===== src/hw/rtl/fss_pkg.sv =====
// package: shared types, constants, microcode rom and q15 rounding for the series synthesizer
`timescale 1ns / 1ps
`default_nettype none
package fss_pkg;

	// field widths fixed by the item format
	localparam int OP_W    = 1;
	localparam int TI_W    = 6;
	localparam int DATA_W  = 16;
	localparam int SI_W    = 7;
	localparam int OUT_W   = 40;
	localparam int PROD_W  = 2 * DATA_W;

	// highest number of terms whose coefficients can be loaded
	localparam int STORE_MAX = 64;

	// operation codes
	localparam logic [OP_W-1:0] OP_LOAD = 1'b0;
	localparam logic [OP_W-1:0] OP_EVAL = 1'b1;

	// fixed point constants for the trig table series
	localparam longint PI_Q28  = 64'sd843314857;
	localparam longint ONE_Q28 = 64'sd268435456;
	localparam int     SERIES_TERMS = 14;

	// microcode addresses
	typedef logic [2:0] upc_t;
	localparam upc_t UPC_FETCH  = 3'd0;
	localparam upc_t UPC_REDUCE = 3'd1;
	localparam upc_t UPC_INIT   = 3'd2;
	localparam upc_t UPC_LOOP   = 3'd3;
	localparam upc_t UPC_DRAIN0 = 3'd4;
	localparam upc_t UPC_DRAIN1 = 3'd5;
	localparam upc_t UPC_POST   = 3'd6;

	// branch conditions
	typedef enum logic [2:0] {
		COND_ALWAYS,
		COND_EVAL_IN,
		COND_K_IN_RANGE,
		COND_LAST_TERM,
		COND_OUT_FREE
	} cond_t;

	// one control word; the step holds until its condition is met
	typedef struct packed {
		cond_t cond;
		upc_t  target;
		logic  accept;
		logic  k_load;
		logic  k_reduce;
		logic  clear;
		logic  issue;
		logic  out_load;
	} uword_t;

	// status from the datapath back to the sequencer
	typedef struct packed {
		logic eval_in;
		logic k_in_range;
		logic last_term;
		logic out_free;
	} flags_t;

	// control program
	function automatic uword_t ucode_rom(input upc_t pc);
		uword_t w;
		w = '0;
		unique case (pc)
			UPC_FETCH: begin
				w.cond = COND_EVAL_IN;
				w.target = UPC_REDUCE;
				w.accept = 1'b1;
				w.k_load = 1'b1;
			end
			UPC_REDUCE: begin
				w.cond = COND_K_IN_RANGE;
				w.target = UPC_INIT;
				w.k_reduce = 1'b1;
			end
			UPC_INIT: begin
				w.cond = COND_ALWAYS;
				w.target = UPC_LOOP;
				w.clear = 1'b1;
			end
			UPC_LOOP: begin
				w.cond = COND_LAST_TERM;
				w.target = UPC_DRAIN0;
				w.issue = 1'b1;
			end
			UPC_DRAIN0: begin
				w.cond = COND_ALWAYS;
				w.target = UPC_DRAIN1;
			end
			UPC_DRAIN1: begin
				w.cond = COND_ALWAYS;
				w.target = UPC_POST;
			end
			UPC_POST: begin
				w.cond = COND_OUT_FREE;
				w.target = UPC_FETCH;
				w.out_load = 1'b1;
			end
			default: begin
				w.cond = COND_ALWAYS;
				w.target = UPC_FETCH;
			end
		endcase
		return w;
	endfunction

	// q4.28 to q1.15, round half away from zero, saturate
	function automatic logic [DATA_W-1:0] q28_to_q15(input longint v);
		longint mag;
		longint r;
		mag = (v < 0) ? -v : v;
		r = (mag + 64'sd4096) >>> 13;
		if (v < 0)
			r = -r;
		if (r > 64'sd32767)
			r = 64'sd32767;
		if (r < -64'sd32768)
			r = -64'sd32768;
		return r[DATA_W-1:0];
	endfunction

endpackage
`default_nettype wire


===== src/hw/rtl/fss_if.sv =====
// interfaces: input item channel and result channel of the series synthesizer
`timescale 1ns / 1ps
`default_nettype none
interface fss_in_if;
	logic                                 valid;
	logic                                 ready;
	logic [fss_pkg::OP_W-1:0]             operation;
	logic [fss_pkg::TI_W-1:0]             term_index;
	logic signed [fss_pkg::DATA_W-1:0]    cos_coeff;
	logic signed [fss_pkg::DATA_W-1:0]    sin_coeff;
	logic [fss_pkg::SI_W-1:0]             sample_index;

	modport source (
		output valid, operation, term_index, cos_coeff, sin_coeff, sample_index,
		input  ready
	);
	modport sink (
		input  valid, operation, term_index, cos_coeff, sin_coeff, sample_index,
		output ready
	);
endinterface

interface fss_out_if;
	logic                                 valid;
	logic                                 ready;
	logic signed [fss_pkg::OUT_W-1:0]     sample_value;

	modport source (
		output valid, sample_value,
		input  ready
	);
	modport sink (
		input  valid, sample_value,
		output ready
	);
endinterface
`default_nettype wire


===== src/hw/rtl/fss_ram.sv =====
// generic single write port ram with registered read
`timescale 1ns / 1ps
`default_nettype none
module fss_ram #(
	parameter int WIDTH = 32,
	parameter int DEPTH = 64
) (
	input  wire logic                     clk,
	input  wire logic                     we,
	input  wire logic [$clog2(DEPTH)-1:0] waddr,
	input  wire logic [WIDTH-1:0]         wdata,
	input  wire logic [$clog2(DEPTH)-1:0] raddr,
	output logic      [WIDTH-1:0]         rdata
);

	logic [WIDTH-1:0] mem_q [DEPTH];

	// write and registered read
	always_ff @(posedge clk) begin
		if (we)
			mem_q[waddr] <= wdata;
		rdata <= mem_q[raddr];
	end

endmodule
`default_nettype wire


===== src/hw/rtl/fss_seq.sv =====
// microcode sequencer: step counter, control rom and conditional jumps
`timescale 1ns / 1ps
`default_nettype none
module fss_seq (
	input  wire logic            clk,
	input  wire logic            arst_n,
	input  wire fss_pkg::flags_t flags,
	output fss_pkg::uword_t      uword
);

	fss_pkg::upc_t pc_q;
	logic          cond_met;

	// control word of the current step
	assign uword = fss_pkg::ucode_rom(pc_q);

	// condition select
	always_comb begin
		unique case (uword.cond)
			fss_pkg::COND_ALWAYS:     cond_met = 1'b1;
			fss_pkg::COND_EVAL_IN:    cond_met = flags.eval_in;
			fss_pkg::COND_K_IN_RANGE: cond_met = flags.k_in_range;
			fss_pkg::COND_LAST_TERM:  cond_met = flags.last_term;
			fss_pkg::COND_OUT_FREE:   cond_met = flags.out_free;
			default:                  cond_met = 1'b1;
		endcase
	end

	// step counter
	always_ff @(posedge clk or negedge arst_n) begin
		if (!arst_n) begin
			pc_q <= fss_pkg::UPC_FETCH;
		end else if (cond_met) begin
			pc_q <= uword.target;
		end
	end

	// the program never reaches the unused address
	a_pc_legal: assert property (@(posedge clk) disable iff (!arst_n)
		pc_q != 3'd7)
		else $error("sequencer at unused address");

	// the loop step is only entered from the init step
	a_loop_entry: assert property (@(posedge clk) disable iff (!arst_n)
		(pc_q == fss_pkg::UPC_LOOP && $past(pc_q) != fss_pkg::UPC_LOOP)
		|-> $past(pc_q) == fss_pkg::UPC_INIT)
		else $error("loop entered without init");

	// an evaluate transfer always starts the reduction step
	a_fetch_exit: assert property (@(posedge clk) disable iff (!arst_n)
		(pc_q == fss_pkg::UPC_FETCH && flags.eval_in) |=> pc_q == fss_pkg::UPC_REDUCE)
		else $error("evaluate transfer not followed by reduction");

endmodule
`default_nettype wire


===== src/hw/rtl/fourier_series_synthesizer.sv =====
// top level: fourier series synthesizer with coefficient store and microcoded mac
// Usage
// - in_ch carries items: operation 0 loads the cosine/sine pair of term_index,
//   operation 1 evaluates the sample at sample_index k, t = k / (2*TERMS).
// - out_ch carries one 40-bit sample_value per evaluate, scaled by 2^15; a load
//   gives no result.
// - A load transfer does not leave the fetch step; the block is ready again in the next cycle.
// - An evaluate passes from transfer to the result register through the reduction
//   step (repeated once per wrap of k), the init step, the loop step that sends
//   the terms through the single shared multiply-accumulate (one term a cycle),
//   and the drain of the read/multiply/add pipeline.
// - One item is worked at a time; ready is high only in the fetch step.
// - The result sits in an output register: the next item is taken while it
//   waits, and only a following evaluate waits for the slot to free.
// - Reset clears the coefficient valid bits, so all coefficients read as zero,
//   and empties the output register. The trig table is constant.
// - Terms at or above 64 cannot be loaded and stay zero; loads of a term index
//   at or above TERMS are dropped.
`timescale 1ns / 1ps
`default_nettype none
module fourier_series_synthesizer #(
	parameter int TERMS = 64
) (
	input  wire logic  clk,
	input  wire logic  arst_n,
	fss_in_if.sink     in_ch,
	fss_out_if.source  out_ch
);

	localparam int TAB_LEN = 2 * TERMS;
	localparam int IW      = $clog2(TAB_LEN);
	localparam int TW      = $clog2(TERMS);
	localparam int DEPTH   = (TERMS < fss_pkg::STORE_MAX) ? TERMS : fss_pkg::STORE_MAX;
	localparam int AW      = $clog2(DEPTH);
	localparam int SW      = ((IW > fss_pkg::SI_W) ? IW : fss_pkg::SI_W) + 1;
	localparam int DW      = fss_pkg::DATA_W;
	localparam int CW      = 2 * DW;

	// taylor series of sin in q4.28, each term truncated toward zero
	function automatic longint series_sin(input longint th, input longint t2);
		longint t, acc;
		t = th;
		acc = th;
		t = -((t * t2) / fss_pkg::ONE_Q28) / 64'sd6;   acc = acc + t;
		t = -((t * t2) / fss_pkg::ONE_Q28) / 64'sd20;  acc = acc + t;
		t = -((t * t2) / fss_pkg::ONE_Q28) / 64'sd42;  acc = acc + t;
		t = -((t * t2) / fss_pkg::ONE_Q28) / 64'sd72;  acc = acc + t;
		t = -((t * t2) / fss_pkg::ONE_Q28) / 64'sd110; acc = acc + t;
		t = -((t * t2) / fss_pkg::ONE_Q28) / 64'sd156; acc = acc + t;
		t = -((t * t2) / fss_pkg::ONE_Q28) / 64'sd210; acc = acc + t;
		t = -((t * t2) / fss_pkg::ONE_Q28) / 64'sd272; acc = acc + t;
		t = -((t * t2) / fss_pkg::ONE_Q28) / 64'sd342; acc = acc + t;
		t = -((t * t2) / fss_pkg::ONE_Q28) / 64'sd420; acc = acc + t;
		t = -((t * t2) / fss_pkg::ONE_Q28) / 64'sd506; acc = acc + t;
		t = -((t * t2) / fss_pkg::ONE_Q28) / 64'sd600; acc = acc + t;
		t = -((t * t2) / fss_pkg::ONE_Q28) / 64'sd702; acc = acc + t;
		t = -((t * t2) / fss_pkg::ONE_Q28) / 64'sd812; acc = acc + t;
		return acc;
	endfunction

	// taylor series of cos in q4.28, each term truncated toward zero
	function automatic longint series_cos(input longint t2);
		longint t, acc;
		t = fss_pkg::ONE_Q28;
		acc = fss_pkg::ONE_Q28;
		t = -((t * t2) / fss_pkg::ONE_Q28) / 64'sd2;   acc = acc + t;
		t = -((t * t2) / fss_pkg::ONE_Q28) / 64'sd12;  acc = acc + t;
		t = -((t * t2) / fss_pkg::ONE_Q28) / 64'sd30;  acc = acc + t;
		t = -((t * t2) / fss_pkg::ONE_Q28) / 64'sd56;  acc = acc + t;
		t = -((t * t2) / fss_pkg::ONE_Q28) / 64'sd90;  acc = acc + t;
		t = -((t * t2) / fss_pkg::ONE_Q28) / 64'sd132; acc = acc + t;
		t = -((t * t2) / fss_pkg::ONE_Q28) / 64'sd182; acc = acc + t;
		t = -((t * t2) / fss_pkg::ONE_Q28) / 64'sd240; acc = acc + t;
		t = -((t * t2) / fss_pkg::ONE_Q28) / 64'sd306; acc = acc + t;
		t = -((t * t2) / fss_pkg::ONE_Q28) / 64'sd380; acc = acc + t;
		t = -((t * t2) / fss_pkg::ONE_Q28) / 64'sd462; acc = acc + t;
		t = -((t * t2) / fss_pkg::ONE_Q28) / 64'sd552; acc = acc + t;
		t = -((t * t2) / fss_pkg::ONE_Q28) / 64'sd650; acc = acc + t;
		t = -((t * t2) / fss_pkg::ONE_Q28) / 64'sd756; acc = acc + t;
		return acc;
	endfunction

	// cosine or sine table of TAB_LEN entries in q1.15, built at elaboration
	function automatic logic [TAB_LEN*DW-1:0] build_tab(input logic want_sin);
		longint js, th, t2;
		logic [TAB_LEN*DW-1:0] tab;
		tab = '0;
		for (int j = 0; j < TAB_LEN; j++) begin
			js = (2 * j < TAB_LEN) ? longint'(j) : longint'(j - TAB_LEN);
			th = (64'sd2 * fss_pkg::PI_Q28 * js) / TAB_LEN;
			t2 = (th * th) / fss_pkg::ONE_Q28;
			tab[j*DW +: DW] = want_sin ? fss_pkg::q28_to_q15(series_sin(th, t2))
				: fss_pkg::q28_to_q15(series_cos(t2));
		end
		return tab;
	endfunction

	localparam logic [TAB_LEN*DW-1:0] COS_TAB = build_tab(1'b0);
	localparam logic [TAB_LEN*DW-1:0] SIN_TAB = build_tab(1'b1);

	fss_pkg::uword_t uw;
	fss_pkg::flags_t flags;

	logic                          in_xfer;
	logic                          coef_we;
	logic [DEPTH-1:0]              valid_q;
	logic [CW-1:0]                 coef_rdata;

	logic [fss_pkg::SI_W-1:0]      k_q;
	logic [SW-1:0]                 k_ext;
	logic [SW-1:0]                 idx_sum;
	logic [IW-1:0]                 idx_q;
	logic [TW-1:0]                 term_q;
	logic                          term_stored;

	logic                          valid_s1;
	logic                          coef_ok_s1;
	logic signed [DW-1:0]          cos_s1;
	logic signed [DW-1:0]          sin_s1;
	logic signed [DW-1:0]          cos_coef;
	logic signed [DW-1:0]          sin_coef;

	logic                          valid_s2;
	logic signed [CW-1:0]          prod_c_s2;
	logic signed [CW-1:0]          prod_s_s2;
	logic signed [CW:0]            pair_sum;

	logic signed [fss_pkg::OUT_W-1:0] acc_q;
	logic signed [fss_pkg::OUT_W-1:0] out_q;
	logic                          out_valid_q;
	logic                          out_free;
	logic                          out_load_en;

	// sequencer
	fss_seq u_seq (
		.clk    (clk),
		.arst_n (arst_n),
		.flags  (flags),
		.uword  (uw)
	);

	// input handshake and coefficient writes
	assign in_ch.ready = uw.accept;
	assign in_xfer     = in_ch.valid & uw.accept;
	assign coef_we     = in_xfer & (in_ch.operation == fss_pkg::OP_LOAD)
		& (32'(in_ch.term_index) < TERMS);

	fss_ram #(
		.WIDTH (CW),
		.DEPTH (DEPTH)
	) u_coef_ram (
		.clk   (clk),
		.we    (coef_we),
		.waddr (in_ch.term_index[AW-1:0]),
		.wdata ({in_ch.cos_coeff, in_ch.sin_coeff}),
		.raddr (term_q[AW-1:0]),
		.rdata (coef_rdata)
	);

	// angle index step and sample index reduction
	assign k_ext       = SW'(k_q);
	assign idx_sum     = SW'(idx_q) + k_ext;
	assign term_stored = 32'(term_q) < DEPTH;

	// status flags
	assign out_free         = !out_valid_q || out_ch.ready;
	assign flags.eval_in    = in_xfer & (in_ch.operation == fss_pkg::OP_EVAL);
	assign flags.k_in_range = k_ext < SW'(TAB_LEN);
	assign flags.last_term  = term_q == TW'(TERMS - 1);
	assign flags.out_free   = out_free;

	assign out_load_en = uw.out_load & out_free;

	// coefficient gating: unwritten entries read as zero
	assign cos_coef = coef_ok_s1 ? coef_rdata[CW-1:DW] : '0;
	assign sin_coef = coef_ok_s1 ? coef_rdata[DW-1:0]  : '0;
	assign pair_sum = (CW+1)'(prod_c_s2) + (CW+1)'(prod_s_s2);

	// payload registers: sample index, index walk, table read, products, output data
	always_ff @(posedge clk) begin
		if (uw.k_load && flags.eval_in)
			k_q <= in_ch.sample_index;
		else if (uw.k_reduce && !flags.k_in_range)
			k_q <= fss_pkg::SI_W'(k_ext - SW'(TAB_LEN));

		if (uw.clear) begin
			idx_q  <= '0;
			term_q <= '0;
		end else if (uw.issue) begin
			idx_q  <= (idx_sum >= SW'(TAB_LEN)) ? IW'(idx_sum - SW'(TAB_LEN)) : IW'(idx_sum);
			term_q <= term_q + 1'b1;
		end

		coef_ok_s1 <= valid_q[term_q[AW-1:0]] & term_stored;
		cos_s1     <= COS_TAB[{idx_q, 4'b0000} +: DW];
		sin_s1     <= SIN_TAB[{idx_q, 4'b0000} +: DW];

		prod_c_s2 <= cos_coef * cos_s1;
		prod_s_s2 <= sin_coef * sin_s1;

		if (out_load_en)
			out_q <= acc_q;
	end

	// control registers: valid bits, pipeline valids, accumulator, output slot
	always_ff @(posedge clk or negedge arst_n) begin
		if (!arst_n) begin
			valid_q     <= '0;
			valid_s1    <= 1'b0;
			valid_s2    <= 1'b0;
			acc_q       <= '0;
			out_valid_q <= 1'b0;
		end else begin
			if (coef_we)
				valid_q[in_ch.term_index[AW-1:0]] <= 1'b1;
			valid_s1 <= uw.issue;
			valid_s2 <= valid_s1;
			if (uw.clear)
				acc_q <= '0;
			else if (valid_s2)
				acc_q <= acc_q + fss_pkg::OUT_W'(pair_sum);
			if (out_load_en)
				out_valid_q <= 1'b1;
			else if (out_ch.ready)
				out_valid_q <= 1'b0;
		end
	end

	// result channel
	assign out_ch.valid        = out_valid_q;
	assign out_ch.sample_value = out_q;

	// no item is taken while terms are still in the pipeline
	a_no_accept_busy: assert property (@(posedge clk) disable iff (!arst_n)
		(valid_s1 || valid_s2 || uw.issue) |-> !in_ch.ready)
		else $error("input ready while evaluation in flight");

	// the walk always works with a reduced sample index
	a_k_reduced: assert property (@(posedge clk) disable iff (!arst_n)
		uw.issue |-> flags.k_in_range)
		else $error("term issued with unreduced sample index");

	// the walk starts at term zero and angle zero
	a_walk_start: assert property (@(posedge clk) disable iff (!arst_n)
		$rose(uw.issue) |-> (term_q == '0 && idx_q == '0))
		else $error("term walk did not start from zero");

	// the result is taken only after the pipeline has drained
	a_drained: assert property (@(posedge clk) disable iff (!arst_n)
		uw.out_load |-> (!valid_s1 && !valid_s2))
		else $error("result loaded before pipeline drained");

	// a loaded result shows up on the channel
	a_out_loaded: assert property (@(posedge clk) disable iff (!arst_n)
		out_load_en |=> out_valid_q)
		else $error("loaded result not presented");

endmodule
`default_nettype wire

===== src/flat_wrapper.sv =====
// flat-port wrapper written by rule: the top's interface ports become plain ports
module fourier_series_synthesizer_flat 
#(
	parameter int TERMS = 64
)
  (clk, arst_n, in_ch_valid, in_ch_operation, in_ch_term_index, in_ch_cos_coeff, in_ch_sin_coeff, in_ch_sample_index, in_ch_ready, out_ch_valid, out_ch_sample_value, out_ch_ready);
  fss_in_if in_ch_i ();
  fss_out_if out_ch_i ();
  input  wire logic clk;
  input  wire logic arst_n;
  input wire logic [$bits(in_ch_i.valid)-1:0] in_ch_valid;
  input wire logic [$bits(in_ch_i.operation)-1:0] in_ch_operation;
  input wire logic [$bits(in_ch_i.term_index)-1:0] in_ch_term_index;
  input wire logic [$bits(in_ch_i.cos_coeff)-1:0] in_ch_cos_coeff;
  input wire logic [$bits(in_ch_i.sin_coeff)-1:0] in_ch_sin_coeff;
  input wire logic [$bits(in_ch_i.sample_index)-1:0] in_ch_sample_index;
  output wire logic [$bits(in_ch_i.ready)-1:0] in_ch_ready;
  output wire logic [$bits(out_ch_i.valid)-1:0] out_ch_valid;
  output wire logic [$bits(out_ch_i.sample_value)-1:0] out_ch_sample_value;
  input wire logic [$bits(out_ch_i.ready)-1:0] out_ch_ready;
  assign in_ch_i.valid = in_ch_valid;
  assign in_ch_i.operation = in_ch_operation;
  assign in_ch_i.term_index = in_ch_term_index;
  assign in_ch_i.cos_coeff = in_ch_cos_coeff;
  assign in_ch_i.sin_coeff = in_ch_sin_coeff;
  assign in_ch_i.sample_index = in_ch_sample_index;
  assign in_ch_ready = in_ch_i.ready;
  assign out_ch_valid = out_ch_i.valid;
  assign out_ch_sample_value = out_ch_i.sample_value;
  assign out_ch_i.ready = out_ch_ready;
  fourier_series_synthesizer #(.TERMS(TERMS)) u_core (.clk(clk), .arst_n(arst_n), .in_ch(in_ch_i), .out_ch(out_ch_i));
endmodule

===== config.mk =====
export PLATFORM = sky130hd
export DESIGN_NAME = fourier_series_synthesizer_flat
export DESIGN_NICKNAME = d
export VERILOG_FILES = /design/src/hw/rtl/fss_pkg.sv /design/src/hw/rtl/fss_if.sv /design/src/hw/rtl/fss_ram.sv /design/src/hw/rtl/fss_seq.sv /design/src/hw/rtl/fourier_series_synthesizer.sv /design/src/flat_wrapper.sv
export SDC_FILE = /design/constraint.sdc
export NUM_CORES = 2
export LEC_CHECK = 0
export BUFFER_PORTS_ARGS = -buffer_cell sky130_fd_sc_hd__buf_2
export CELL_PAD_IN_SITES_DETAIL_PLACEMENT = 1
export CELL_PAD_IN_SITES_GLOBAL_PLACEMENT = 1
export CORE_UTILIZATION = 50
export DETAILED_ROUTE_END_ITERATION = 7
export PLACE_DENSITY = 0.84
export SLEW_MARGIN = 20
export SYNTH_ARGS = -nofsm -noshare
export SYNTH_HDL_FRONTEND = slang
export SYNTH_SLANG_ARGS = --single-unit

===== constraint.sdc =====
create_clock -name clk -period 18.8 [get_ports clk]
set_clock_uncertainty 0.2 [all_clocks]
set_input_delay 0.94 -clock clk [delete_from_list [all_inputs] [get_ports clk]]
set_output_delay 0.94 -clock clk [all_outputs]
set_load 0.1 [all_outputs]

==> results.sh <==
export IMPL_status="complete, no violations"
export IMPL_first_iter_violations=7550
export IMPL_synth_seq_cells=2347
export IMPL_initial_core_util=0.504
export IMPL_max_freq_mhz=111
export IMPL_netlist_top_cells_count="edfxtp_1, mux4_2, inv_1"
export IMPL_rr_startpoint="u_core.coef_ok_s1$_DFF_P_"
export IMPL_synth_top_family_by_area="multiplexers"
export IMPL_switching_power_mw=6.70
export IMPL_ys_flop_type="edfxtp_1"
export IMPL_vdd_drop_max_mv=0.142
export IMPL_leakagePower_nw=45.4
export IMPL_final_layout_size_suffix_gt1_frac=0.209
export IMPL_synth_xor_area_share=0.00850
export IMPL_synthSimpleGateAreaFrac=0.0478
export IMPL_syn_num_nets=7378
export IMPL_powerDensity_nw_per_um2=147
export IMPL_area_growth_pct=10.6
export IMPL_avgSynthCellArea_sq_um=17.2
export IMPL_ant_nets=0
export IMPL_grt_remaining_overflow=0
export IMPL_multi_input_area_sq_um=40600
export IMPL_synth_area_leader_cell="edfxtp_1"
export IMPL_max_slew_margin_rel=0.158
export IMPL_die_h_microns=476
export IMPL_final_nets=7474
export IMPL_syn_inst=6539
export IMPL_post_cts_buffers=0
export IMPL_worstPathMaxFanout=116
export IMPL_regArea_sq_um=68500
export IMPL_intPower_mw=11.5
export IMPL_portBuffers=91
export IMPL_root_buffer="clkbuf_16"
export IMPL_grt_usage=0.300
export IMPL_crit_end="u_core.prod_c_s2[30]$_DFF_P_"
export IMPL_p_sw_frac=0.367
export IMPL_arrival_ns=9.48
export IMPL_antenna_found_initial=28
export IMPL_r2r_end="u_core.prod_c_s2[30]$_DFF_P_"
export IMPL_cts_sinks=2347
export IMPL_clkTransAtPathRegs_ns=0.06
export IMPL_ys_types=81
export IMPL_total_power_mw=18.2
export IMPL_drt_pass1_iterations=7
export IMPL_yosysWarnings=0
export IMPL_rr_worst_depth=23
export IMPL_synth_compound_area_frac=0.0276
export IMPL_fin_crit_sh=0.478
export IMPL_clk_latency_ns=0.93
export IMPL_fin_setup_tns_ns=0
export IMPL_worstSetupPathType="flop to flop"
export IMPL_setup_viol=0
export IMPL_muxShareOfSynthArea=0.148
export IMPL_syn_cell_area_sq_um=112000
export IMPL_pwr_share_comb=0.383
export IMPL_tightest_slew_ns=1.26
export IMPL_via_per_inst=6.49
export IMPL_async_flop_share=0.0469
export IMPL_layout_min_cycle_time_ns=8.98
export IMPL_critPathLaunchType="flop"
export IMPL_cts_resized=0
export IMPL_r2r_setup_slack_ns=9.82
export IMPL_ios=92
export IMPL_wl_per_cell_microns=34.2
export IMPL_rsz0062_at_grt="no"
export IMPL_gp_congestion=0.906
export IMPL_fin_ws_ns=9.82
export IMPL_cts_buffers=225
export IMPL_min_delay_path_class="primary input to flop"
export IMPL_hpwl_microns=192000
export IMPL_utilization=0.558
export IMPL_cts_hold_buf=1
export IMPL_crit_start="u_core.coef_ok_s1$_DFF_P_"
export IMPL_grt_start_max_net_pins=147
export IMPL_row_count=173
export IMPL_p_clk_frac=0.259
export IMPL_cts_tree="built"
export IMPL_cp_required_ns=19.30
export IMPL_hold_viol=0
export IMPL_vias=63705
export IMPL_synth_edff_count=2095
export IMPL_die_area_sq_um=226000
export IMPL_routed_wl_microns=336000
export IMPL_synthAdderAreaFrac=0.126
export IMPL_maxSlewViolCount=0
export IMPL_grt_pass1_vias=68318
export IMPL_final_fill_count=19964
export IMPL_synthDominantCellAreaShare=0.560
export IMPL_synth_area_top_cells="edfxtp_1, mux4_2, fa_1"
export IMPL_coreArea_sq_um=223000
export IMPL_yosysSeqAreaShare=0.610
export IMPL_seq_power_share=0.358
export IMPL_critPathCaptureType="flop"
export IMPL_ctsLongestPathBuffers=3
export IMPL_max_cap_violations=0
export IMPL_die_w_microns=476
export IMPL_dp_slack_ns=10.02
export IMPL_grt_pass1_wl_microns=484000
export IMPL_cts_max_level=4
export IMPL_drc=0
export IMPL_yosysMostFrequentCell="edfxtp_1"
[final cells by class]
class                   instances  share of cell area
inverters                     614              0.0186
flip-flops and latches       2347               0.552
diodes                         24            0.000483
clock buffers                 279              0.0473
multi-input cells            3238               0.327
clock inverters               134              0.0133
repair buffers                209              0.0118
well taps                    2975              0.0300
[how the worst min path moves through the flow]
stage,to,slack [ns],startpoint,depth (start not counted)
finish,u_core.k_q[2]$_DFFE_PP_,0.07,in_ch_sample_index[2],1
floorplan,u_core.valid_s2$_DFF_PN0_,0.13,u_core.valid_s1$_DFF_PN0_,0
detailed placement,u_core.valid_s2$_DFF_PN0_,0.16,u_core.valid_s1$_DFF_PN0_,0
global route,u_core.k_q[5]$_DFFE_PP_,0.04,in_ch_sample_index[5],1
global placement,u_core.valid_s2$_DFF_PN0_,0.14,u_core.valid_s1$_DFF_PN0_,0
CTS,u_core.k_q[5]$_DFFE_PP_,0.02,in_ch_sample_index[5],1
[sequential cells by signal, indices dropped and copies added (netlist names), 3 cells and up]
| register | count |
|---|---|
| u_core.u_coef_ram.mem_q | 2048 |
| u_core.valid_q | 64 |
| u_core.acc_q | 40 |
| u_core.out_ch.sample_value | 40 |
| u_core.prod_c_s2 | 32 |
| u_core.prod_s_s2 | 32 |
| u_core.u_coef_ram.rdata | 32 |
| u_core.cos_s1 | 16 |
| u_core.sin_s1 | 16 |
| u_core.idx_q | 7 |
| u_core.k_q | 7 |
| u_core.term_q | 6 |
| u_core.u_seq.pc_q | 3 |
[cell usage in the layout (no fill, tap or decap), types with 70 or more instances in the layout]
master and n:
edfxtp_1 2095, mux4_2 722, inv_1 613, fa_1 565, nand2_1 372, and3_1 258, clkbuf_16 225, ha_1 224
nor2_1 157, a21oi_1 139, buf_4 135, dfxtp_1 132, o21ai_0 119, dfrtp_1 109, xnor2_1 84, or2_2 70
[power groups by stage]
stage / combinational (mW) / sequential, mW / clock (mW)
after floorplan: 5.02 / 6.18 / 0
after global placement: 6.50 / 6.62 / 0
after global routing: 7.48 / 6.56 / 4.90
after detailed placement: 6.78 / 6.64 / 0
final: 6.98 / 6.54 / 4.73
after CTS: 6.94 / 6.53 / 4.76
[metrics by stage]
step                      hold slack (ns)  cells  cell area [sq um]
final                              0.0651   9820             124000
after global routing               0.0422   9813             124000
after CTS                          0.0176   9791             124000
after detailed placement            0.158   9377             116000
after global placement              0.140   9377             116000
after floorplan                     0.131   6539             112000
[critical path, stage by stage, from the launching register on]
cell and delay (ns):
dfxtp_4 0.80, buf_4 0.59, buf_4 0.80, and2_1 0.56, nand2_1 0.15, fa_1 0.55
inv_1 0.06, fa_1 0.57, fa_1 0.46, fa_1 0.48, fa_1 0.49, inv_1 0.05
fa_1 0.48, inv_1 0.05, ha_1 0.34, and3_1 0.27, nand4_1 0.12, or3b_2 0.49
a31oi_1 0.31, a311oi_1 0.18, o21ai_0 0.27, a31o_2 0.20, a21oi_1 0.08, xnor2_1 0.13
[cell families after synthesis]
group | Yosys count
simple gates | 1101
fa+ha+maj | 790
compound gates | 486
xor+xnor | 109
flops | 2347
mux | 752
buf+inv | 954
[routing by layer]
metal	routed length [microns]	GRT usage	up-vias
met1	119000	0.369	33834
met5	140	0	-
met2	171000	0.513	4183
met4	16100	0.139	20
met3	29400	0.0562	937
li1	-	-	24731
Note: power is estimated with default switching activity, not from simulation.
